## src/hdl/crcwe_pkg.sv

```systemverilog
// Shared constants, types and the fold column table for the word-wise CRC-32 engine.
// No dependencies; used by crcwe_fold and the top level.
`default_nettype none

package crcwe_pkg;

    localparam int unsigned CRC_W      = 32;
    localparam int unsigned CNT_W      = 3;
    localparam int unsigned S_TDATA_W  = 40;
    localparam logic [CRC_W-1:0] CRC_POLY   = 32'h04C1_1DB7;
    localparam logic [CRC_W-1:0] SEED_RESET = 32'hFFFF_FFFF;

    // Byte count codes
    localparam logic [CNT_W-1:0] CNT_NONE  = 3'd0;
    localparam logic [CNT_W-1:0] CNT_ONE   = 3'd1;
    localparam logic [CNT_W-1:0] CNT_TWO   = 3'd2;
    localparam logic [CNT_W-1:0] CNT_THREE = 3'd3;

    typedef logic [CRC_W-1:0][CRC_W-1:0] t_fold_table;

    // Thirty-two MSB-first polynomial steps applied to a single set bit.
    // Only evaluated at elaboration to build the column table.
    function automatic logic [CRC_W-1:0] fold_unit(input int unsigned idx);
        logic [CRC_W-1:0] c;
        c = '0;
        c[idx] = 1'b1;
        for (int k = 0; k < CRC_W; k++) begin
            if (c[CRC_W-1]) begin
                c = {c[CRC_W-2:0], 1'b0} ^ CRC_POLY;
            end else begin
                c = {c[CRC_W-2:0], 1'b0};
            end
        end
        return c;
    endfunction

    function automatic t_fold_table build_fold_cols();
        t_fold_table t;
        for (int i = 0; i < CRC_W; i++) begin
            t[i] = fold_unit(i);
        end
        return t;
    endfunction

    // Column i is the 32-step image of bit i; the fold is linear over GF(2).
    localparam t_fold_table FOLD_COLS = build_fold_cols();

endpackage

`default_nettype wire

```

## src/hdl/crcwe_fold.sv

```systemverilog
// Byte masking and one 32-bit CRC fold as a flat xor network.
// Depends on crcwe_pkg for the column table and count codes.
`default_nettype none

module crcwe_fold (
    input  wire logic [crcwe_pkg::CRC_W-1:0] i_crc_base,
    input  wire logic [crcwe_pkg::CRC_W-1:0] i_word,
    input  wire logic [crcwe_pkg::CNT_W-1:0] i_count,
    output logic      [crcwe_pkg::CRC_W-1:0] o_crc_next
);

    logic [crcwe_pkg::CRC_W-1:0] keep;
    logic [crcwe_pkg::CRC_W-1:0] c;
    logic [crcwe_pkg::CRC_W-1:0] folded;

    always_comb begin
        case (i_count)
            crcwe_pkg::CNT_ONE:   keep = 32'hFF00_0000;
            crcwe_pkg::CNT_TWO:   keep = 32'hFFFF_0000;
            crcwe_pkg::CNT_THREE: keep = 32'hFFFF_FF00;
            default:              keep = 32'hFFFF_FFFF;
        endcase
    end

    assign c = i_crc_base ^ (i_word & keep);

    always_comb begin
        folded = '0;
        for (int i = 0; i < crcwe_pkg::CRC_W; i++) begin
            if (c[i]) begin
                folded = folded ^ crcwe_pkg::FOLD_COLS[i];
            end
        end
    end

    // Zero count folds nothing: the base passes through.
    assign o_crc_next = (i_count == crcwe_pkg::CNT_NONE) ? i_crc_base : folded;

endmodule

`default_nettype wire

```

## src/hdl/crc32_msb_first_word_engine_unit.sv

```systemverilog
// Word-wise CRC-32 (poly 0x04C11DB7, MSB first, no reflection, no final xor).
// Top level: input register, running CRC and result register around crcwe_fold.
// Depends on crcwe_pkg and crcwe_fold.
//
// Usage:
//   Input stream s_axis: tdata carries the data word (earliest byte in bits
//   31..24) and the valid byte count; tuser carries the first flag, which
//   restarts the CRC from the seed register before folding the word.
//   Output stream m_axis: one CRC value per accepted word, in order.
//   Seed port cfg: single 32-bit register, to be written by the user only
//   while the block is idle; the block itself does not enforce this.
// Throughput: one word per clock while not stalled; the running CRC is updated
//   by a single combinational fold between the input and result registers.
// Reset: seed and running CRC go to all ones, both stages empty.
// Stall: when m_axis_tready is low the result register holds; one more word
//   waits in the input register, then s_axis_tready drops until the result
//   is taken.
`default_nettype none

module crc32_msb_first_word_engine_unit (
    input  wire logic                              i_clk,
    input  wire logic                              i_rst_n,
    // Seed register write
    input  wire logic                              i_cfg_valid,
    output logic                                   o_cfg_ready,
    input  wire logic [crcwe_pkg::CRC_W-1:0]       i_cfg_data,
    // Input stream
    input  wire logic                              s_axis_tvalid,
    output logic                                   s_axis_tready,
    // [31:0] data_word, [34:32] byte_count, [39:35] zero
    input  wire logic [crcwe_pkg::S_TDATA_W-1:0]   s_axis_tdata,
    // [0] first
    input  wire logic                              s_axis_tuser,
    // Output stream
    output logic                                   m_axis_tvalid,
    input  wire logic                              m_axis_tready,
    // [31:0] crc_value
    output logic      [crcwe_pkg::CRC_W-1:0]       m_axis_tdata
);

    logic [crcwe_pkg::CRC_W-1:0]   r_seed;
    logic [crcwe_pkg::CRC_W-1:0]   r_running;

    logic                          r_in_valid;
    logic [crcwe_pkg::CRC_W-1:0]   r_in_word;
    logic [crcwe_pkg::CNT_W-1:0]   r_in_count;
    logic                          r_in_first;

    logic                          r_out_valid;
    logic [crcwe_pkg::CRC_W-1:0]   r_out_crc;

    logic                          advance;
    logic                          s_take;
    logic [crcwe_pkg::CRC_W-1:0]   crc_base;
    logic [crcwe_pkg::CRC_W-1:0]   n_crc;

    assign o_cfg_ready = 1'b1;

    always_ff @(posedge i_clk) begin
        if (!i_rst_n) begin
            r_seed <= crcwe_pkg::SEED_RESET;
        end else if (i_cfg_valid) begin
            r_seed <= i_cfg_data;
        end
    end

    assign advance       = r_in_valid && (!r_out_valid || m_axis_tready);
    assign s_axis_tready = !r_in_valid || advance;
    assign s_take        = s_axis_tvalid && s_axis_tready;

    always_ff @(posedge i_clk) begin
        if (!i_rst_n) begin
            r_in_valid <= 1'b0;
        end else if (s_axis_tready) begin
            r_in_valid <= s_axis_tvalid;
        end
    end

    always_ff @(posedge i_clk) begin
        if (s_take) begin
            r_in_word  <= s_axis_tdata[31:0];
            r_in_count <= s_axis_tdata[34:32];
            r_in_first <= s_axis_tuser;
        end
    end

    assign crc_base = r_in_first ? r_seed : r_running;

    crcwe_fold u_fold (
        .i_crc_base (crc_base),
        .i_word     (r_in_word),
        .i_count    (r_in_count),
        .o_crc_next (n_crc)
    );

    always_ff @(posedge i_clk) begin
        if (!i_rst_n) begin
            r_running   <= crcwe_pkg::SEED_RESET;
            r_out_valid <= 1'b0;
        end else if (advance) begin
            r_running   <= n_crc;
            r_out_valid <= 1'b1;
        end else if (m_axis_tready) begin
            r_out_valid <= 1'b0;
        end
    end

    always_ff @(posedge i_clk) begin
        if (advance) begin
            r_out_crc <= n_crc;
        end
    end

    assign m_axis_tvalid = r_out_valid;
    assign m_axis_tdata  = r_out_crc;

endmodule

`default_nettype wire

```

## config.mk

```make
export PLATFORM = sky130hd
export DESIGN_NAME = crc32_msb_first_word_engine_unit
export DESIGN_NICKNAME = d
export VERILOG_FILES = /design/src/hdl/crcwe_pkg.sv /design/src/hdl/crcwe_fold.sv /design/src/hdl/crc32_msb_first_word_engine_unit.sv
export SDC_FILE = /design/constraint.sdc
export NUM_CORES = 1
export LEC_CHECK = 0
export BUFFER_PORTS_ARGS = -buffer_cell sky130_fd_sc_hd__buf_2
export CAP_MARGIN = 15
export CORE_MARGIN = 5
export CORE_UTILIZATION = 30
export CTS_CLUSTER_SIZE = 8
export DETAILED_ROUTE_END_ITERATION = 16
export PLACE_DENSITY_LB_ADDON = 0.3
export SLEW_MARGIN = 20
export SYNTH_ARGS = -nofsm -noshare
export SYNTH_HDL_FRONTEND = slang
export SYNTH_SLANG_ARGS = --single-unit
```

## constraint.sdc

```tcl
create_clock -name i_clk -period 3.7 [get_ports i_clk]
set_input_delay 0.185 -clock i_clk [delete_from_list [all_inputs] [get_ports i_clk]]
set_output_delay 0.185 -clock i_clk [all_outputs]
set_load 0.01 [all_outputs]
```

After elaboration in Yosys (flattened, before gate mapping)
Cells that the tools add are included. Widths: inputs -> output; s select.

Register bits after elaboration: 134. Bits of input ports: 78. Output and inout bits: 35. Word-level logic and storage cells: 89.

Eq/ne operators: 3. Muxes and demuxes: 37. Bitwise logic cells: 33. Reduce and logical (&&, ||, !) cells: 8.

Operators with widths (number): $mux 32 (15); $mux 31 (6); $mux 30 (4); $not 13->13 (9); $mux 29 (3); $pmux 24 s3 (1); $not 13->14 (5); $not 15->15 (4); $mux 28 (2); $mux 27 (2); $not 12->12 (4); $not 16->16 (3); $not 18->18 (2); $and 32x32->32 (1); $xor 32x32->32 (1); $mux 26 (1); $mux 25 (1); $not 11->11 (2); $not 20->20 (1); $not 17->17 (1); $eq 3x2->1 const B (2); $eq 3x1->1 const B (1); $logic_not 3->1 (1); $logic_and 1x1->1 (2); 4 further kinds (7).

Logic depth before layout (Yosys ltp)
Gate-level depths: netlist of run 1.

Depth in word-level cells: 68. Depth in mapped cells: 11. Depth with buffers taken out: 8.

By module
From an unflattened synthesis of run 1, not the netlist that was laid out.

Cell total of the unflattened synthesis: 732. Area total of the unflattened synthesis: 8454.4 um^2.

By module, submodules not included: crc32_msb_first_word_engine_unit (instances 1, cells each 363, area an instance 4922.2 um^2, seq. area each 3363.2 um^2); crcwe_fold (instances 1, cells each 369, area an instance 3532.1 um^2, seq. area each 0.0 um^2).

Worst setup path before layout of run 1
Ideal clock, no wire load.

Path kind: reg2reg. Start: register r_in_count[1] in the netlist's numbering. End: register r_out_crc, in the netlist m_axis_tdata[13], data pin. Setup time: 0.270 ns. Arrival: 2.487 ns. Required time: 3.430 ns. Setup slack: 0.942 ns. Stages on the path, launching flop included: 11. Buffers on the path: 2. Period minus slack after synthesis: 2.758 ns. Path through: edfxtp_1 > buf_6 > o21bai_1 > clkbuf_1 > nand2_1 > xnor2_1 > xnor2_1 > xnor3_1 > xor3_1 > nor2_1 > a21oi_1.

Cells in the longest elaborated chain, start to end: 51. Elaborated cells on any way between the ends: 54. Those cells by class: eq/ne: 3; mux: 33; bitwise: 17; reduce/logical: 1.

Ends and longest elaborated chain: start: declaration (line crc32_msb_first_word_engine_unit.sv:46) `logic [crcwe_pkg::CNT_W-1:0] r_in_count;`; start signal: assignment (line crc32_msb_first_word_engine_unit.sv:82) `r_in_count <= s_axis_tdata[34:32];`; $eq 3x2->1 or $eq 3x1->1 (tied branches) (line crcwe_fold.sv:17) `case (i_count)`; $pmux 24 s3 (line crcwe_fold.sv:17); $and 32x32->32 (line crcwe_fold.sv:25) `assign c = i_crc_base ^ (i_word & keep);`; $xor 32x32->32 (line crcwe_fold.sv:25); $mux 28 (line crcwe_fold.sv:30) `if (c[i]) begin`; $not 13->14 (no source line); $mux 29 (line crcwe_fold.sv:30); $not 13->14 (no source line); [34 not listed]; $mux 31 (line crcwe_fold.sv:30); $mux 32 (line crcwe_fold.sv:30); $not 17->17 (no source line); $mux 32 (3 in a row) (line crcwe_fold.sv:30); $not 18->18 (no source line); $mux 32 (line crcwe_fold.sv:30); $mux 32 * (line crcwe_fold.sv:37) `assign o_crc_next = (i_count == crcwe_pkg::CNT_NONE) ? i_crc_base : folded;`; named net n_crc, one bit (line crc32_msb_first_word_engine_unit.sv:55) `logic [crcwe_pkg::CRC_W-1:0] n_crc;`; end signal: assignment (line crc32_msb_first_word_engine_unit.sv:110) `r_out_crc <= n_crc;`; end: declaration (line crc32_msb_first_word_engine_unit.sv:50) `logic [crcwe_pkg::CRC_W-1:0] r_out_crc;`.

The timed path passes the listed nets; every way through them passes the cells marked *. A chain may end at the register's enable or synchronous reset.

Final worst setup path of run 1
Start: register r_in_first. End: register r_running[5] in the netlist's numbering.

Cells in the longest elaborated chain, start to end: 49.

Ends and longest elaborated chain: start: declaration (line crc32_msb_first_word_engine_unit.sv:47) `logic r_in_first;`; start signal: assignment (line crc32_msb_first_word_engine_unit.sv:83) `r_in_first <= s_axis_tuser;`; $mux 32 * (line crc32_msb_first_word_engine_unit.sv:87) `assign crc_base = r_in_first ? r_seed : r_running;`; $xor 32x32->32 (line crcwe_fold.sv:25); $mux 27 (line crcwe_fold.sv:30); $not 13->14 (no source line); $mux 28 (line crcwe_fold.sv:30); $mux 29 (line crcwe_fold.sv:30); $not 13->14 (no source line); $mux 30 (line crcwe_fold.sv:30); [32 not listed]; $mux 31 (line crcwe_fold.sv:30); $mux 32 (line crcwe_fold.sv:30); $not 17->17 (no source line); $mux 32 (line crcwe_fold.sv:30); $not 18->18 (no source line); $mux 32 (3 in a row) (line crcwe_fold.sv:30); $mux 32 * (line crcwe_fold.sv:37); named net n_crc, one bit (line crc32_msb_first_word_engine_unit.sv:55); end signal: assignment (line crc32_msb_first_word_engine_unit.sv:98) `r_running <= crcwe_pkg::SEED_RESET;`; end signal: assignment (line crc32_msb_first_word_engine_unit.sv:101) `r_running <= n_crc;`; end: declaration (line crc32_msb_first_word_engine_unit.sv:42) `logic [crcwe_pkg::CRC_W-1:0] r_running;`.

Marked as above.

==> results of run 1 <==
sequential cells by signal, summed over array words and instances, names as in the netlist:
register       count
r_in_word         32
m_axis_tdata      32
r_in_count         3
r_in_first         1
r_running         32
r_seed            32
m_axis_tvalid      1
r_in_valid         1
per-layer routing:
metal,wire length [µm],up-vias,global-route usage
li1,-,2881,-
met1,12600,2868,0.215
met2,12000,144,0.246
met3,1070,27,0.0276
met4,418,0,0.0423
met5,0,-,0
area by class of cell:
class / instances / share of cell area
Inverter: 5 / 0.00160
Clock inverter: 15 / 0.0194
Clock buffer: 17 / 0.0363
Multi-Input combinational cell: 552 / 0.486
Sequential cell: 134 / 0.287
Tap cell: 396 / 0.0423
Timing Repair Buffer: 210 / 0.128
where the power goes:
| part | internal [µW] | total [µW] | switching (µW) |
|---|---|---|---|
| Sequential | 2290 | 2530 | 248 |
| Clock | 1200 | 1910 | 707 |
| Combinational | 4130 | 7990 | 3860 |
| Total | 7610 | 12400 | 4810 |
cells in the mapped netlist (5+ instances only):
cell / n
xnor3_1: 57
xor2_1: 56
and2_1: 6
nor2_1: 19
xnor2_4: 6
edfxtp_1: 68
clkbuf_1: 21
a21o_1: 7
a21oi_1: 17
xor3_1: 6
nand2_1: 79
mux2i_1: 72
o22a_1: 14
buf_1: 5
o21ai_0: 17
xor2_2: 10
mux2i_2: 8
xnor2_1: 118
dfxtp_1: 66
mux2i_4: 16
nand3_1: 10
xnor2_2: 16
layout by cell type (no fill, tap or decap), types with 2 or more instances in the layout:
cell type / synthesis / final
mux2i_1: 72 / 72
xnor2_4: 6 / 6
xnor2_2: 16 / 16
inv_1: 4 / 4
xor2_2: 10 / 10
o21ai_0: 17 / 17
nand2_1: 79 / 79
xor2_1: 56 / 56
nor2b_1: 2 / 2
xor3_1: 6 / 6
clkinv_2: 0 / 2
a21o_1: 7 / 7
and2_1: 6 / 5
buf_4: 2 / 34
xnor3_1: 57 / 57
o211ai_1: 3 / 3
clkbuf_16: 0 / 17
o22a_1: 14 / 14
buf_2: 2 / 106
dfxtp_1: 66 / 66
edfxtp_1: 68 / 68
nor2_1: 19 / 19
nand3_1: 10 / 10
xnor2_1: 118 / 118
a21oi_1: 17 / 17
mux2i_4: 16 / 16
clkinv_4: 0 / 5
clkinvlp_4: 0 / 2
mux2i_2: 8 / 8
bufinv_16: 0 / 5
dlygate4sd3_1: 0 / 69
cells by family after synthesis:
| logic type | count (synthesis) |
|---|---|
| flops | 134 |
| other cells | 1 |
| simple gates | 121 |
| compound gates | 63 |
| mux | 96 |
| xor+xnor | 271 |
| buf+inv | 41 |
per-stage QoR:
stage,setup slack (ns),hold slack [ns],instances
after floorplan,0.942,0.284,727
after global placement,0.397,0.363,1228
after detailed placement,0.413,0.363,1228
after CTS,0.382,0.0819,1329
after global routing,0.223,0.0981,1329
final,0.341,0.107,1329
critical path, stage by stage (launching register included):
cell and delay, ns:
edfxtp_1 0.37, buf_12 0.29, buf_4 0.24, mux2i_2 0.38
xnor3_2 0.53, xnor3_1 0.44, xnor3_1 0.37, mux2i_1 0.40
o22a_1 0.22
repair_timing:
action / in CTS / in global routing
endpoints found under the hold margin: 69 / 0
hold buffers: 69 / 0
resized for setup: 0 / 0
worst min-delay path by stage:
| stage | to |
|---|---|
| 2_1_floorplan | r_in_count[0]$_DFFE_PP_ |
| 3_3_place_gp | r_in_word[25]$_DFFE_PP_ |
| 5_1_grt | m_axis_tvalid$_SDFFE_PN0P_ |
| 3_5_place_dp | r_in_word[27]$_DFFE_PP_ |
| 4_1_cts | m_axis_tvalid$_SDFFE_PN0P_ |
| 6_report | m_axis_tvalid$_SDFFE_PN0P_ |
==> impl_results.md, run 1 <==
* Status: finished, final reports clean
* Dominant cell type by area after synthesis: edfxtp_1
* Final instance area at 11700 µm²
* Routed WL per cell at 19.6 µm
* Fmax at 0.298 GHz
* Inserted Diodes at 0
* Main area contributors after synthesis: edfxtp_1 (22%), dfxtp_1 (14%), xnor3_1 (14%)
* Cell count after synthesis at 727
* Setup crit start: r_in_first$_DFFE_PP_
* Multiplexer share of the synthesized area at 0.128
* Startpoint types: register
* #FFs+latches synth at 134
* Reg2Reg Setup Slack at 0.34 ns
* # Post-CTS Setup Buffers at 0
* Yosys warning count at 0
* Crit path arrival time at 3.73 ns
* Layout cells sized above 1 at 0.251
* Post-synth cell types at 44
* Final WL at 26.1 mm
* Hold Violations, Final at 0
* Simple-gate share of the synthesized area at 0.0540
* Dpl hpwl at 19.9 mm
* Max FO, Critical Path at 28
* Die area at 34600 µm²
* Register area share after synthesis at 0.362
* First-pass GRT wire length at 38.5 mm
* Area of the multi-input gates at 5690 µm²
* Grt ovf at 0
* Worst Tran Pin Value at 1.03 ns
* Worst Hold Class: in -> reg
* Rel. slew slack at 0.312
* DRC at 0
* Via-to-Cell Ratio at 4.45
* Max VDD drop at 0.522 mV
* EDFF count, synth at 68
* Reg2reg end: r_running[5]$_SDFFE_PN1P_
* Synth Area in XOR/XNOR at 0.386
* Die width at 186 µm
* Final ANT Viol Nets at 0
* RSZ-0062 raised after global routing: no
* Setup TNS at 0 ns
* CP Data Required Time at 4.08 ns
* Largest family of logic cells by synthesized area: XOR/XNOR gates
* Main flop type after synthesis: edfxtp_1
* Register area at 3360 µm²
* Final Power at 12400 µW
* Crit path to: r_running[5]$_SDFFE_PN1P_
* Area Overhead vs Synth at 26.2%
* Iter 0 DRT Violations at 335
* Initial Util at 0.304
* Mapped cell area at 9290 µm²
* Final setup viols at 0
* Drt first pass iters at 5
* GRT Overall Usage at 0.154
* Worst-Skew Late Latency at 0.43 ns
* Adder-Cell Fraction of Synth Area at 0
* Core Region at 30600 µm²
* Die height at 186 µm
* Vias post-DR at 5920
* R2R depth at 8
* Fin crit period at 3.36 ns
* Clock Sinks at 134
* FFs w/ async S/R, synth at 0
* Area fraction in compound gates after synthesis at 0.0435
* Initial antenna violation count at 0
* Synth top area share at 0.220
* Std-Cell Rows at 64
* WS Path Type: reg -> reg
* # nets final at 998
* Fin Clk Skew at 0.0100 ns
* Top-Level Pins at 113
* Leak at 0.00515 µW
* Max-slew violations at 0
* H-tree Lvls at 4
* CTS tree: done
* GPL Wtd Cong at 0.885
* Tcrit/Tclk final at 0.908
* Clk slew on worst S/H paths at 0.06 ns
* Vias in the first global route at 6142
* FF-to-FF Start: r_in_first$_DFFE_PP_
* Crit. End Element: register
* Hold Path Origin: m_axis_tready
* PortBufs at 106
* Syn Nets at 805
* Clk buf depth at 2
* Largest net degree at the start of global routing at 41
* Power density over the cells at 1060 nW/µm²
* Core Util, Final at 0.383
* Fill count at 2995
* Max_cap viols at 0
* CTS Buf Count at 17
* Dpl cell area at 10400 µm²
* CTS root buffer: clkbuf_16
* Hold depth at 3
* Post-Syn Area per Cell at 12.8 µm²
No activity file was read; power rests on OpenSTA's default activity.
==> run 2, diff against run 1 <==
--- a/config.mk
+++ b/config.mk
@@ -8,11 +8,11 @@
 export BUFFER_PORTS_ARGS = -buffer_cell sky130_fd_sc_hd__buf_2
 export CAP_MARGIN = 15
 export CORE_MARGIN = 5
-export CORE_UTILIZATION = 30
+export CORE_UTILIZATION = 35
 export CTS_CLUSTER_SIZE = 8
 export DETAILED_ROUTE_END_ITERATION = 16
 export PLACE_DENSITY_LB_ADDON = 0.3
-export SLEW_MARGIN = 20
+export SLEW_MARGIN = 30
 export SYNTH_ARGS = -nofsm -noshare
 export SYNTH_HDL_FRONTEND = slang
 export SYNTH_SLANG_ARGS = --single-unit
==> impl_results.md, run 2 (synthesized netlist as in run 1, its figures left out) <==
* DRC at 0 (unchanged)
* PortBufs at 106 (unchanged)
* Max FO, Critical Path at 24 (was 28)
* Vias post-DR at 5905 (was 5920)
* Die area at 29900 µm² (was 34600 µm²)
* Std-Cell Rows at 59 (was 64)
* Dpl hpwl at 18.5 mm (was 19.9 mm)
* Delay-heaviest family, CP: XOR/XNOR gates (unchanged)
* Worst Tran Pin Value at 0.933 ns (was 1.03 ns)
* Leak at 0.00510 µW (was 0.00515 µW)
* # nets final at 995 (was 998)
* First-pass GRT wire length at 37.6 mm (was 38.5 mm)
* Initial Util at 0.356 (was 0.304)
* Worst hold slack at 0.129 ns (was 0.107 ns)
* Layout cells sized above 1 at 0.244 (was 0.251)
* CTS tree: done (unchanged)
* Final setup viols at 0 (unchanged)
* Clock Sinks at 134 (unchanged)
* CTS root buffer: clkbuf_16 (unchanged)
* Crit. End Element: register (unchanged)
* Tcrit/Tclk final at 0.878 (was 0.908)
* Pre-CTS setup slack at 0.504 ns (was 0.413 ns)
* Setup TNS at 0 ns (unchanged)
* Clk slew on worst S/H paths at 0.06 ns (about the same)
* Max_cap viols at 0 (unchanged)
* Crit path arrival time at 3.38 ns (was 3.73 ns)
* Core Region at 26100 µm² (was 30600 µm²)
* Final ANT Viol Nets at 0 (unchanged)
* Rel. slew slack at 0.378 (was 0.312)
* Commonest cells after routing, fill and taps aside: xnor2_1 (118), buf_2 (105), nand2_1 (79) (was xnor2_1 (118), buf_2 (106), nand2_1 (79))
* Fmax at 0.308 GHz (was 0.298 GHz)
* GRT Overall Usage at 0.164 (was 0.154)
* Status: finished, final reports clean (unchanged)
* GPL Wtd Cong at 0.924 (was 0.885)
* Final WS setup at 0.452 ns (was 0.341 ns)
* Initial antenna violation count at 0 (unchanged)
* Max-slew violations at 0 (unchanged)
* Final WL at 24.5 mm (was 26.1 mm)
* Core Util, Final at 0.443 (was 0.383)
* Fill count at 2410 (was 2995)
* Top-Level Pins at 113 (unchanged)
* Max VDD drop at 0.436 mV (was 0.522 mV)
* H-tree Lvls at 4 (unchanged)
* CTS Buf Count at 17 (unchanged)
* Worst path buffer plus inverter count at 2 (unchanged)
* Max incr delay on CP at 0.54 ns (was 0.53 ns)
* Worst path cell trace: buf_12 -> buf_12 -> mux2i_4 -> xor2_2 -> xnor2_1 -> xnor2_1 -> xnor3_1 -> nor2_1 -> a21oi_1 (was buf_12 -> buf_4 -> mux2i_2 -> xnor3_2 -> xnor3_1 -> xnor3_1 -> mux2i_1 -> o22a_1)
* Largest net degree at the start of global routing at 37 (was 41)
* Grt ovf at 0 (unchanged)
* Fin Clk Skew at 0.00664 ns (was 0.0100 ns)
* Most common cell after layout, fill and taps aside: xnor2_1 (unchanged)
* Die width at 173 µm (was 186 µm)
* Worst Hold Class: in -> reg (unchanged)
* # Post-CTS Setup Buffers at 0 (unchanged)
* Routed WL per cell at 19.4 µm (was 19.6 µm)
* Iter 0 DRT Violations at 293 (was 335)
* Worst-Skew Late Latency at 0.42 ns (was 0.43 ns)
* Drt first pass iters at 5 (unchanged)
* Via-to-Cell Ratio at 4.67 (was 4.45)
* Power density over the cells at 1040 nW/µm² (was 1060 nW/µm²)
* Vias in the first global route at 6190 (was 6142)
* Hold Buf Count CTS at 69 (unchanged)
* Die height at 173 µm (was 186 µm)
* Area Overhead vs Synth at 24.5% (was 26.2%)
* CP max stage cell: xnor3_1 (was xnor3_2)
* Post-CTS sizing at 0 (unchanged)
* Fin crit period at 3.25 ns (was 3.36 ns)
* Inserted Diodes at 0 (unchanged)
* Startpoint types: register (unchanged)
* CP Data Required Time at 3.83 ns (was 4.08 ns)
* Hold Violations, Final at 0 (unchanged)
* Clk buf depth at 2 (unchanged)
* WS Path Type: reg -> reg (unchanged)
* RSZ-0062 raised after global routing: no (unchanged)
run 2: power by group:
group	total [µW]	internal [µW]	switching (µW)
combinational	7880	4150	3730
clock	1650	1010	638
sequential	2530	2290	241
total	12100	7440	4610
run 2: tightest hold or removal path, stage by stage:
cell and delay [ns]:
buf_2 0.08, nor2b_1 0.06, o21a_1 0.17
run 2: final cells by class:
class                   instances  area [µm²]  share of cell area
clock buffers                  24         502              0.0434
clock inverters                 7        70.1             0.00606
inverters                       5        18.8             0.00162
multi-input cells             552        5690               0.493
flip-flops and latches        134        3360               0.291
well taps                     335         419              0.0363
repair buffers                207        1490               0.129
run 2: final timing paths:
check	start	endpoint	slack (ns)	depth (start not counted)
worst max-delay path	r_in_first$_DFFE_PP_	m_axis_tdata[28]$_DFFE_PP_	0.45	9
worst min register to register	r_running[3]$_SDFFE_PN1P_	r_running[3]$_SDFFE_PN1P_	0.46	1
worst min-delay path	m_axis_tready	m_axis_tvalid$_SDFFE_PN0P_	0.13	3
worst max register to register	r_in_first$_DFFE_PP_	m_axis_tdata[28]$_DFFE_PP_	0.45	9
run 2: layer usage:
metal	up-vias	global-route usage	part of all wire
met2	149	0.263	0.46
met4	0	0.0491	0.018
met1	2848	0.229	0.48
met5	-	0	0
met3	26	0.0286	0.040
li1	2882	-	-
run 2: through the flow:
step | std cells | total power [µW] | instance area, µm²
global placement | 1164 | 10400 | 10300
CTS | 1264 | 12100 | 11600
global route | 1264 | 12700 | 11600
detailed placement | 1164 | 10300 | 10300
finish | 1264 | 12100 | 11600
floorplan | 727 | 8410 | 9290
